**config.mk**
```make
export PLATFORM = sky130hd
export DESIGN_NAME = median_of_array
export DESIGN_NICKNAME = d
export VERILOG_FILES = /design/src/moa_pkg.sv /design/src/median_of_array.sv /design/src/moa_ctrl.sv /design/src/moa_dp.sv
export SDC_FILE = /design/constraint.sdc
export NUM_CORES = 2
export LEC_CHECK = 0
export BUFFER_PORTS_ARGS = -buffer_cell sky130_fd_sc_hd__buf_2
export CORE_UTILIZATION = 45
export DETAILED_ROUTE_END_ITERATION = 8
export PLACE_DENSITY = 0.58
export SYNTH_ARGS = -nofsm -noshare
export SYNTH_HDL_FRONTEND = slang
export SYNTH_SLANG_ARGS = --single-unit
```
**constraint.sdc**
```tcl
create_clock -name clk -period 10.5 [get_ports clk]
set_input_delay 0.525 -clock clk [delete_from_list [all_inputs] [get_ports clk]]
set_output_delay 0.525 -clock clk [all_outputs]
set_load 0.02 [all_outputs]
```
**src/moa_pkg.sv**
```systemverilog
// Shared types for the median block: item payloads and the
// controller-to-datapath command and status groups. No dependencies.
package moa_pkg;

  typedef struct packed {
    logic signed [31:0] sample_value;
    logic               last_item;
  } moa_in_t;

  typedef struct packed {
    logic signed [31:0] median_value;
    logic               overflow_flag;
    logic [6:0]         element_count;
  } moa_out_t;

  typedef struct packed {
    logic store_item;
    logic pos_init;
    logic rd_sort;
    logic rd_med;
    logic step_up;
    logic swap_hi;
    logic swap_lo;
    logic load_out;
    logic clear_set;
  } moa_cmd_t;

  typedef struct packed {
    logic pos_done;
    logic in_order;
  } moa_status_t;

endpackage

```
**src/median_of_array.sv**
```systemverilog
// Median of a set of signed 32-bit samples, sorted in place by gnome sort.
// Top level; depends on moa_pkg, moa_ctrl and moa_dp.
//
// Input channel (in_valid/in_ready/in_data) takes one sample per cycle while
// a set is loading; last_item closes the set. Up to MAX_COUNT samples are
// stored; later ones are dropped and reported in overflow_flag.
// After the last item the block sorts the store in its single memory (two
// read ports, one write port): a compare step reads a neighbouring pair and
// compares it, a swap step writes the pair back in exchanged order. The
// middle pair is then fetched and averaged. in_ready is low for that whole
// time.
// Output channel (out_valid/out_ready/out_data) carries one result per set
// from an output register. Loading of the next set goes on while a result
// waits; a set that finishes while the previous result is still not taken
// holds in its final state until out_ready frees the register.
// Reset (rst_n low, synchronous) empties the set and drops any pending
// result; the store itself is not cleared.
module median_of_array import moa_pkg::*; #(
  parameter int MAX_COUNT = 64
) (
  input  logic     clk,
  input  logic     rst_n,
  input  logic     in_valid,
  output logic     in_ready,
  input  moa_in_t  in_data,
  output logic     out_valid,
  input  logic     out_ready,
  output moa_out_t out_data
);

  moa_cmd_t    cmd;
  moa_status_t status;

  moa_ctrl u_ctrl (
    .clk       (clk),
    .rst_n     (rst_n),
    .in_valid  (in_valid),
    .in_ready  (in_ready),
    .in_data   (in_data),
    .out_valid (out_valid),
    .out_ready (out_ready),
    .status    (status),
    .cmd       (cmd)
  );

  moa_dp #(
    .MAX_COUNT (MAX_COUNT)
  ) u_dp (
    .clk      (clk),
    .rst_n    (rst_n),
    .in_data  (in_data),
    .cmd      (cmd),
    .status   (status),
    .out_data (out_data)
  );

endmodule

```
**src/moa_ctrl.sv**
```systemverilog
// Sequencer for the median block: load, gnome sort steps, median fetch.
// Depends on moa_pkg.
module moa_ctrl import moa_pkg::*; (
  input  logic        clk,
  input  logic        rst_n,
  input  logic        in_valid,
  output logic        in_ready,
  input  moa_in_t     in_data,
  output logic        out_valid,
  input  logic        out_ready,
  input  moa_status_t status,
  output moa_cmd_t    cmd
);

  typedef enum logic [2:0] {
    ST_LOAD,
    ST_SORT_RD,
    ST_SORT_CMP,
    ST_SORT_SWP,
    ST_MED
  } state_t;

  state_t state_r, state_nxt;
  logic   out_valid_r, out_valid_nxt;
  logic   in_acc;
  logic   out_free;

  assign in_ready  = (state_r == ST_LOAD);
  assign out_valid = out_valid_r;
  assign in_acc    = in_valid && in_ready;
  assign out_free  = !out_valid_r || out_ready;

  always_comb begin
    state_nxt     = state_r;
    out_valid_nxt = out_valid_r;
    cmd           = '0;
    if (out_valid_r && out_ready) begin
      out_valid_nxt = 1'b0;
    end
    case (state_r)
      ST_LOAD: begin
        if (in_acc) begin
          cmd.store_item = 1'b1;
          if (in_data.last_item) begin
            cmd.pos_init = 1'b1;
            state_nxt    = ST_SORT_RD;
          end
        end
      end
      ST_SORT_RD: begin
        if (status.pos_done) begin
          cmd.rd_med = 1'b1;
          state_nxt  = ST_MED;
        end else begin
          cmd.rd_sort = 1'b1;
          state_nxt   = ST_SORT_CMP;
        end
      end
      ST_SORT_CMP: begin
        if (status.in_order) begin
          cmd.step_up = 1'b1;
          state_nxt   = ST_SORT_RD;
        end else begin
          cmd.swap_hi = 1'b1;
          state_nxt   = ST_SORT_SWP;
        end
      end
      ST_SORT_SWP: begin
        cmd.swap_lo = 1'b1;
        state_nxt   = ST_SORT_RD;
      end
      ST_MED: begin
        if (out_free) begin
          cmd.load_out  = 1'b1;
          cmd.clear_set = 1'b1;
          out_valid_nxt = 1'b1;
          state_nxt     = ST_LOAD;
        end
      end
      default: begin
        state_nxt = ST_LOAD;
      end
    endcase
  end

  always_ff @(posedge clk) begin
    if (!rst_n) begin
      state_r     <= ST_LOAD;
      out_valid_r <= 1'b0;
    end else begin
      state_r     <= state_nxt;
      out_valid_r <= out_valid_nxt;
    end
  end

endmodule

```
**src/moa_dp.sv**
```systemverilog
// Datapath for the median block: sample store, fill count, sort position,
// compare, swap and median arithmetic, output register. Depends on moa_pkg.
module moa_dp import moa_pkg::*; #(
  parameter int MAX_COUNT = 64
) (
  input  logic        clk,
  input  logic        rst_n,
  input  moa_in_t     in_data,
  input  moa_cmd_t    cmd,
  output moa_status_t status,
  output moa_out_t    out_data
);

  localparam int CW = $clog2(MAX_COUNT + 1);
  localparam int AW = (MAX_COUNT > 1) ? $clog2(MAX_COUNT) : 1;
  localparam int EW = (CW > 7) ? CW : 7;

  logic signed [31:0] mem [MAX_COUNT];

  logic [CW-1:0]      fill_r;
  logic               dropped_r;
  logic [CW-1:0]      pos_r;
  logic signed [31:0] rd_hi_r;
  logic signed [31:0] rd_lo_r;
  moa_out_t           out_r;

  logic               full;
  logic [CW-1:0]      pos_dec;
  logic [CW-1:0]      fill_dec;
  logic [AW-1:0]      addr_hi;
  logic [AW-1:0]      addr_lo;
  logic [AW-1:0]      addr_wr;
  logic               wr_en;
  logic signed [31:0] wr_data;
  logic signed [32:0] sum;
  logic signed [32:0] half;
  logic [EW-1:0]      count_ext;

  assign full     = (fill_r == CW'(MAX_COUNT));
  assign pos_dec  = pos_r - CW'(1);
  assign fill_dec = fill_r - CW'(1);

  always_comb begin
    if (cmd.rd_med) begin
      addr_hi = AW'(fill_r >> 1);
      addr_lo = AW'(fill_dec >> 1);
    end else begin
      addr_hi = pos_r[AW-1:0];
      addr_lo = pos_dec[AW-1:0];
    end
  end

  always_comb begin
    wr_en   = 1'b0;
    addr_wr = pos_r[AW-1:0];
    wr_data = rd_lo_r;
    if (cmd.store_item) begin
      wr_en   = !full;
      addr_wr = fill_r[AW-1:0];
      wr_data = in_data.sample_value;
    end else if (cmd.swap_hi) begin
      wr_en   = 1'b1;
      addr_wr = pos_r[AW-1:0];
      wr_data = rd_lo_r;
    end else if (cmd.swap_lo) begin
      wr_en   = 1'b1;
      addr_wr = pos_dec[AW-1:0];
      wr_data = rd_hi_r;
    end
  end

  always_ff @(posedge clk) begin
    if (wr_en) begin
      mem[addr_wr] <= wr_data;
    end
    if (cmd.rd_sort || cmd.rd_med) begin
      rd_hi_r <= mem[addr_hi];
      rd_lo_r <= mem[addr_lo];
    end
  end

  assign status.pos_done = (pos_r >= fill_r);
  assign status.in_order = (rd_hi_r >= rd_lo_r);

  always_ff @(posedge clk) begin
    if (!rst_n) begin
      fill_r    <= '0;
      dropped_r <= 1'b0;
      pos_r     <= CW'(1);
    end else begin
      if (cmd.store_item) begin
        if (full) begin
          dropped_r <= 1'b1;
        end else begin
          fill_r <= fill_r + CW'(1);
        end
      end
      if (cmd.clear_set) begin
        fill_r    <= '0;
        dropped_r <= 1'b0;
      end
      if (cmd.pos_init) begin
        pos_r <= CW'(1);
      end else if (cmd.step_up) begin
        pos_r <= pos_r + CW'(1);
      end else if (cmd.swap_lo) begin
        pos_r <= (pos_r == CW'(1)) ? CW'(1) : pos_dec;
      end
    end
  end

  // sum of middle pair, halved toward zero; odd count reads one entry twice
  assign sum       = {rd_hi_r[31], rd_hi_r} + {rd_lo_r[31], rd_lo_r};
  assign half      = (sum + {32'b0, sum[32]}) >>> 1;
  assign count_ext = EW'(fill_r);

  always_ff @(posedge clk) begin
    if (cmd.load_out) begin
      out_r.median_value  <= half[31:0];
      out_r.overflow_flag <= dropped_r;
      out_r.element_count <= count_ext[6:0];
    end
  end

  assign out_data = out_r;

endmodule

```
# Word level (Yosys, flattened, before mapping)
# Memories as Yosys holds them, arrays and structs flattened. A register that Yosys moved wholly into a read port is not among the register bits.
# Cells that the tools add are included.
op_classes:
  addsub: 6
  multipliers: 0
  div: 0
  order_cmp: 2
  eq_ne: 9
  shift: 0
  muxes: 37
  bitwise: 2
  reduce_logical: 13
ops:
  columns: ["cell", "n"]
  rows:
  - ["$mux 32", 3]
  - ["$add 32x32->33", 1]
  - ["$add 33x1->33", 1]
  - ["$ge 32x32->1", 1]
  - ["$mux 6", 5]
  - ["$mux 7", 3]
  - ["$pmux 3 s5", 1]
  - ["$add 7x1->7 const B", 2]
  - ["$mux 1", 14]
  - ["$mux 2", 7]
  - ["$sub 7x1->7 const B", 2]
  - ["$mux 3", 4]
  - ["$eq 7x1->1 const B", 1]
  - ["$eq 7x7->1 const B", 1]
  - ["$ge 7x7->1", 1]
  - ["$eq 3x2->1 const B", 2]
  - ["$ne 2x2->1 const B", 2]
  - ["$reduce_and 2->1", 2]
  - ["$reduce_or 2->1", 2]
  - ["$eq 3x1->1 const B", 1]
  - ["$eq 3x3->1 const B", 1]
  - ["$logic_not 3->1", 1]
  - ["$reduce_and 3->1", 1]
  - ["$logic_and 1x1->1", 2]
  - ["other kinds (5)", 8]
totals:
  reg_bits: 59
  latchBits: 0
  ramBits: 2048
  mem_bits_ro: 0
  wordCells: 78
  mem_count: 1
memory_table:
  columns: ["memory", "depth", "word_bits", "read_ports", "rd_clocked_by_memory_dff", "wr", "line", "text"]
  rows:
  - ["u_dp.mem", 64, 32, 2, 2, 1, "moa_dp.sv:18", "logic signed [31:0] mem [MAX_COUNT];"]

# Longest topological paths before layout
logic_depth:
  ltp_word: 7
  mapped_depth: 19
  ltp_nobuf: 15

# Cells and area by module
# Synthesis repeated with hierarchy kept, for this count alone.
hier_totals:
  cells_unflattened: 8614
  area_unflattened_um2: 106706.1
modules_own_cells:
  columns: ["mod", "instances", "cells_each", "area_per_inst_um2", "seq_area_each_um2"]
  rows:
  - ["moa_dp", 1, 8587, 106417.1, 64922.3]
  - ["moa_ctrl", 1, 27, 289.0, 80.1]

# Worst setup path before layout
# No wires, ideal clock.
synth_timing:
  path_type: "register to register"
  from: "register u_dp.rd_hi_r[31], read port of u_dp.mem"
  to: "memory u_dp.mem[43][0] (enable)"
  arrival_ns: 4.455
  required_ns: 10.079
  setup_slack_ns: 5.624
  path_stages_with_launch: 13
  period_less_slack_ns: 4.876
  cell_sequence: "edfxtp_1 > ha_1 > clkbuf_1 > nand4_1 > or4_1 > nor3_1 > nand2b_1 > a21oi_1 > a211oi_1 > mux2i_1 > o21a_1 > o211ai_1 > nor2_1"
synth_between:
  elab_chain_cells: 7
  word_cells_on_any_way: 9
synth_lines:
  columns: ["item", "line", "text"]
  rows:
  - ["from (decl)", "moa_dp.sv:23", "logic signed [31:0] rd_hi_r;"]
  - ["$ge 32x32->1 *", "moa_dp.sv:83", "assign status.in_order = (rd_hi_r >= rd_lo_r);"]
  - ["$mux 1 *", "moa_ctrl.sv:60", "if (status.in_order) begin"]
  - ["$mux 2 *", "moa_ctrl.sv:40", "case (state_r)"]
  - ["$mux 1", "moa_dp.sv:61", "end else if (cmd.swap_hi) begin"]
  - ["$mux 1", "moa_dp.sv:57", "if (cmd.store_item) begin"]
  - ["$mux 1", "moa_dp.sv:73", "if (wr_en) begin"]
  - ["$mux 1 (not written as such)", "moa_dp.sv:74", "mem[addr_wr] <= wr_data;"]
  - ["to (decl)", "moa_dp.sv:18", null]
# Every way passes the cells marked *; elsewhere a longest branch is shown, timed or not.

# Worst setup path in the final report
layout_timing:
  from: "register u_dp.fill_r[3] (netlist: u_dp.count_ext[3])"
  to: "register u_dp.rd_hi_r[7], read port of u_dp.mem (data pin)"
layout_between:
  elab_chain_cells: 4
  word_cells_on_any_way: 6
layout_lines:
  columns: ["item", "line", "text"]
  rows:
  - ["from (decl)", "moa_dp.sv:20", "logic [CW-1:0] fill_r;"]
  - ["from (signal assigned)", "moa_dp.sv:95", "fill_r <= fill_r + CW'(1);"]
  - ["$ge 7x7->1", "moa_dp.sv:82", "assign status.pos_done = (pos_r >= fill_r);"]
  - ["$mux 1", "moa_ctrl.sv:51", "if (status.pos_done) begin"]
  - ["$mux 2", "moa_ctrl.sv:40", null]
  - ["$mux 6 or $logic_or 1x1->1 (tied branches)", "moa_dp.sv:44, moa_dp.sv:76", null]
# Several ways; a longest one is shown, not always the timed one.
# A chain may end at the register's enable or synchronous reset.

==> flow_summary.yaml <==
placed_design:
  dpl_cell_area_um2: 112000
  place.gp.congestion: 0.926
  io_buffers: 78
  dp_hpwl_um: 234000
global_route:
  overflow: 0
  grt_max_degree: 148
  grt_pass1_vias: 79400
  grt_usage: 0.328
  grt_pass1_wl_um: 574000
  antenna_found_initial: 25
clock_network:
  post_cts_buffers: 0
  cts_resized: 0
  clk_latency_ns: 0.91
  cts.sinks: 2171
  cts.path.max_buffers: 3
  numCtsBuffers: 227
  cts_tree: "built"
  clockRootBuffer: "clkbuf_16"
  h-tree-depth: 4
  clk_pin_slew_worst_paths_ns: 0.07
  cts_hold_buf: 3
final_layout:
  fin_util: 0.505
  multi_input_area_um2: 39600
  regArea_um2: 65000
  nets: 9381
  stdcell_area_um2: 119000
  syn2layout_area_growth_pct: 11.1
  drive_gt1_frac: 0.0856
  fill_cells: 20100
critical_path:
  cpPeakStageDelay_ns: 1.27
  path_max_fanout: 52
  r2r_cells: 15
  required_ns: 11.08
  cp_slowest_cell: "nor3_1"
  arrival_ns: 7.72
  worstPathCellList: "inv_1 -> ha_1 -> a211oi_1 -> nor2_1 -> a211oi_4 -> nor2_4 -> buf_4 -> a31oi_4 -> buf_12 -> buf_4 -> o22ai_1 -> a311oi_1 -> nor3_1 -> nor3_1 -> o21ai_0"
  endpoint_kind: "register"
  crit_type: "register to register"
  start_kind: "register"
yosys:
  synthesis.area_um2: 107000
  synth_warnings: 0
  synth_most_common_cell: "nand2_1"
  synth_nets: 9570
  syn_area_per_cell_um2: 11.3
  synthTopCellsByArea: "edfxtp_1, mux2i_1, nand2_1"
  syn_inst: 9455
  synth_common_cells: "nand2_1, edfxtp_1, mux2i_1"
  synth.distinct_cells: 88
  synth_ff_type: "edfxtp_1"
  seq_area_frac_synth: 0.606
  ys_ff_latch: 2171
  async_flop_share: 0
  synth_top_cell_by_area: "edfxtp_1"
  synth_edf_count: 2152
  synth_top_area_frac: 0.603
sta:
  setup_viol: 0
  fin_skew_ns: 0.0532
  post-route-period-util: 0.681
  rsz0062_at_grt: "false"
  finalHoldViolCount: 0
  fin_crit_ns: 7.15
  worstMarginPinSlew_ns: 1.63
  fmax_mhz: 140
  max_slew_margin: -0.0919
  tns_ns: 0
  maxSlewViolCount: 6
floorplanning:
  ios: 79
  initial_utilization: 0.454
  die_y_um: 490
  die-area_um2: 240000
  core-area_um2: 236000
  rows: 178
  die_w_um: 490
outcome:
  status: "finished, violations left"
  violations: "design-rule violations, max-capacitance violations, max-slew violations"
drt:
  vias: 84900
  drc: 1
  wl_per_cell_um: 32.3
  drt_pre_antenna_iters: 9
  ant_nets: 0
  wirelength_um: 408000
  first_iter_violations: 13300
  via_per_inst: 6.72
power_and_ir_drop:
  vdd_drop_max_v: 0.000211
  leakagePower_nw: 38.9
  p_per_area_nw_per_um2: 202
worst_hold_path:
  min_delay_path_depth: 3
  hold_class: "input port to register"
run:
  drv_cap: 3
==> path summary, 6_finish.rpt <==
| check | startpoint | endpoint | slack (ns) |
|---|---|---|---|
| max | u_dp.count_ext[3] | u_dp.rd_hi_r[7] | 3.35 |
| min | in_valid | u_ctrl.state_r[0] | 0.11 |
| min reg2reg | u_dp.dropped_r | u_dp.out_data[7] | 0.44 |
| max reg2reg | u_dp.count_ext[3] | u_dp.rd_hi_r[7] | 3.35 |
==> registers in the layout, summed over array words and instances (netlist names) <==
register	count
u_dp.mem	2048
u_dp.out_data	40
u_dp.rd_hi_r	32
u_dp.rd_lo_r	32
u_dp.count_ext	7
u_dp.pos_r	7
u_ctrl.state_r	3
u_ctrl.out_valid	1
u_dp.dropped_r	1
==> cells in the final DEF (no fill, tap or decap), types with 118 or more instances in the layout <==
| master | count |
|---|---|
| nand2_1 | 2305 |
| a311oi_1 | 228 |
| a21oi_1 | 153 |
| nor3_1 | 192 |
| edfxtp_1 | 2152 |
| nor2_1 | 118 |
| mux2i_1 | 933 |
| clkbuf_16 | 228 |
| o22ai_1 | 264 |
| a31oi_1 | 231 |
| nand3_1 | 921 |
| buf_4 | 205 |
| o221ai_1 | 261 |
==> worst max-delay path: cells and delay by family (launching register included) <==
family | cells | cell delay (ns)
AO/OA/AOI/OAI | 6 | 2.00
buffers and inverters | 4 | 1.82
AND/OR/NAND/NOR | 4 | 1.86
adder cells (fa/ha/maj) | 1 | 0.27
flip-flops | 1 | 0.75
==> cell type report <==
class,count,share of cell area
Clock inverter,135,0.0120
Multi-Input combinational cell,6459,0.333
Inverter,74,0.00234
Clock buffer,289,0.0498
Antenna cell,12,0.000252
Sequential cell,2171,0.546
Timing Repair Buffer,333,0.0243
Tap cell,3150,0.0331
==> cell families (layout without fill, tap and decap cells) <==
logic type | after synthesis | count (layout) | share of synthesized area
AO/OA/AOI/OAI | 1425 | 1425 | 0.0954
XOR/XNOR | 72 | 72 | 0.00588
adder cells (fa/ha/maj) | 78 | 78 | 0.00917
buffers and inverters | 825 | 831 | 0.0353
flip-flops | 2171 | 2171 | 0.606
multiplexers | 942 | 942 | 0.0880
other | 0 | 12 | 0
AND/OR/NAND/NOR | 3942 | 3942 | 0.160
==> per-layer routing <==
layer  GRT usage  share of wire  vias to the layer above
met1       0.450           0.39                    42300
met4       0.125          0.038                       12
met5           0        0.00016                        -
met2       0.495           0.44                     6176
met3      0.0886           0.13                      959
li1            -              -                    35400
==> power by group <==
| group | total [mW] | internal (mW) | switching, mW |
|---|---|---|---|
| logic | 5.55 | 1.54 | 4.00 |
| clock network | 8.12 | 4.61 | 3.51 |
| registers | 10.3 | 10.2 | 0.148 |
==> through the flow <==
| stage | hold WS (ns) | setup WS, ns | power (mW) | instances |
|---|---|---|---|---|
| final | 0.111 | 3.35 | 24.0 | 12600 |
| after global routing | 0.145 | 3.38 | 24.6 | 12600 |
| after CTS | 0.0663 | 3.49 | 23.9 | 12600 |
| after detailed placement | 0.426 | 3.47 | 15.9 | 12200 |
| after global placement | 0.421 | 3.09 | 15.8 | 12200 |
| after floorplan | 0.406 | 5.62 | 13.8 | 9455 |
No activity file was read; power rests on OpenSTA's default activity.
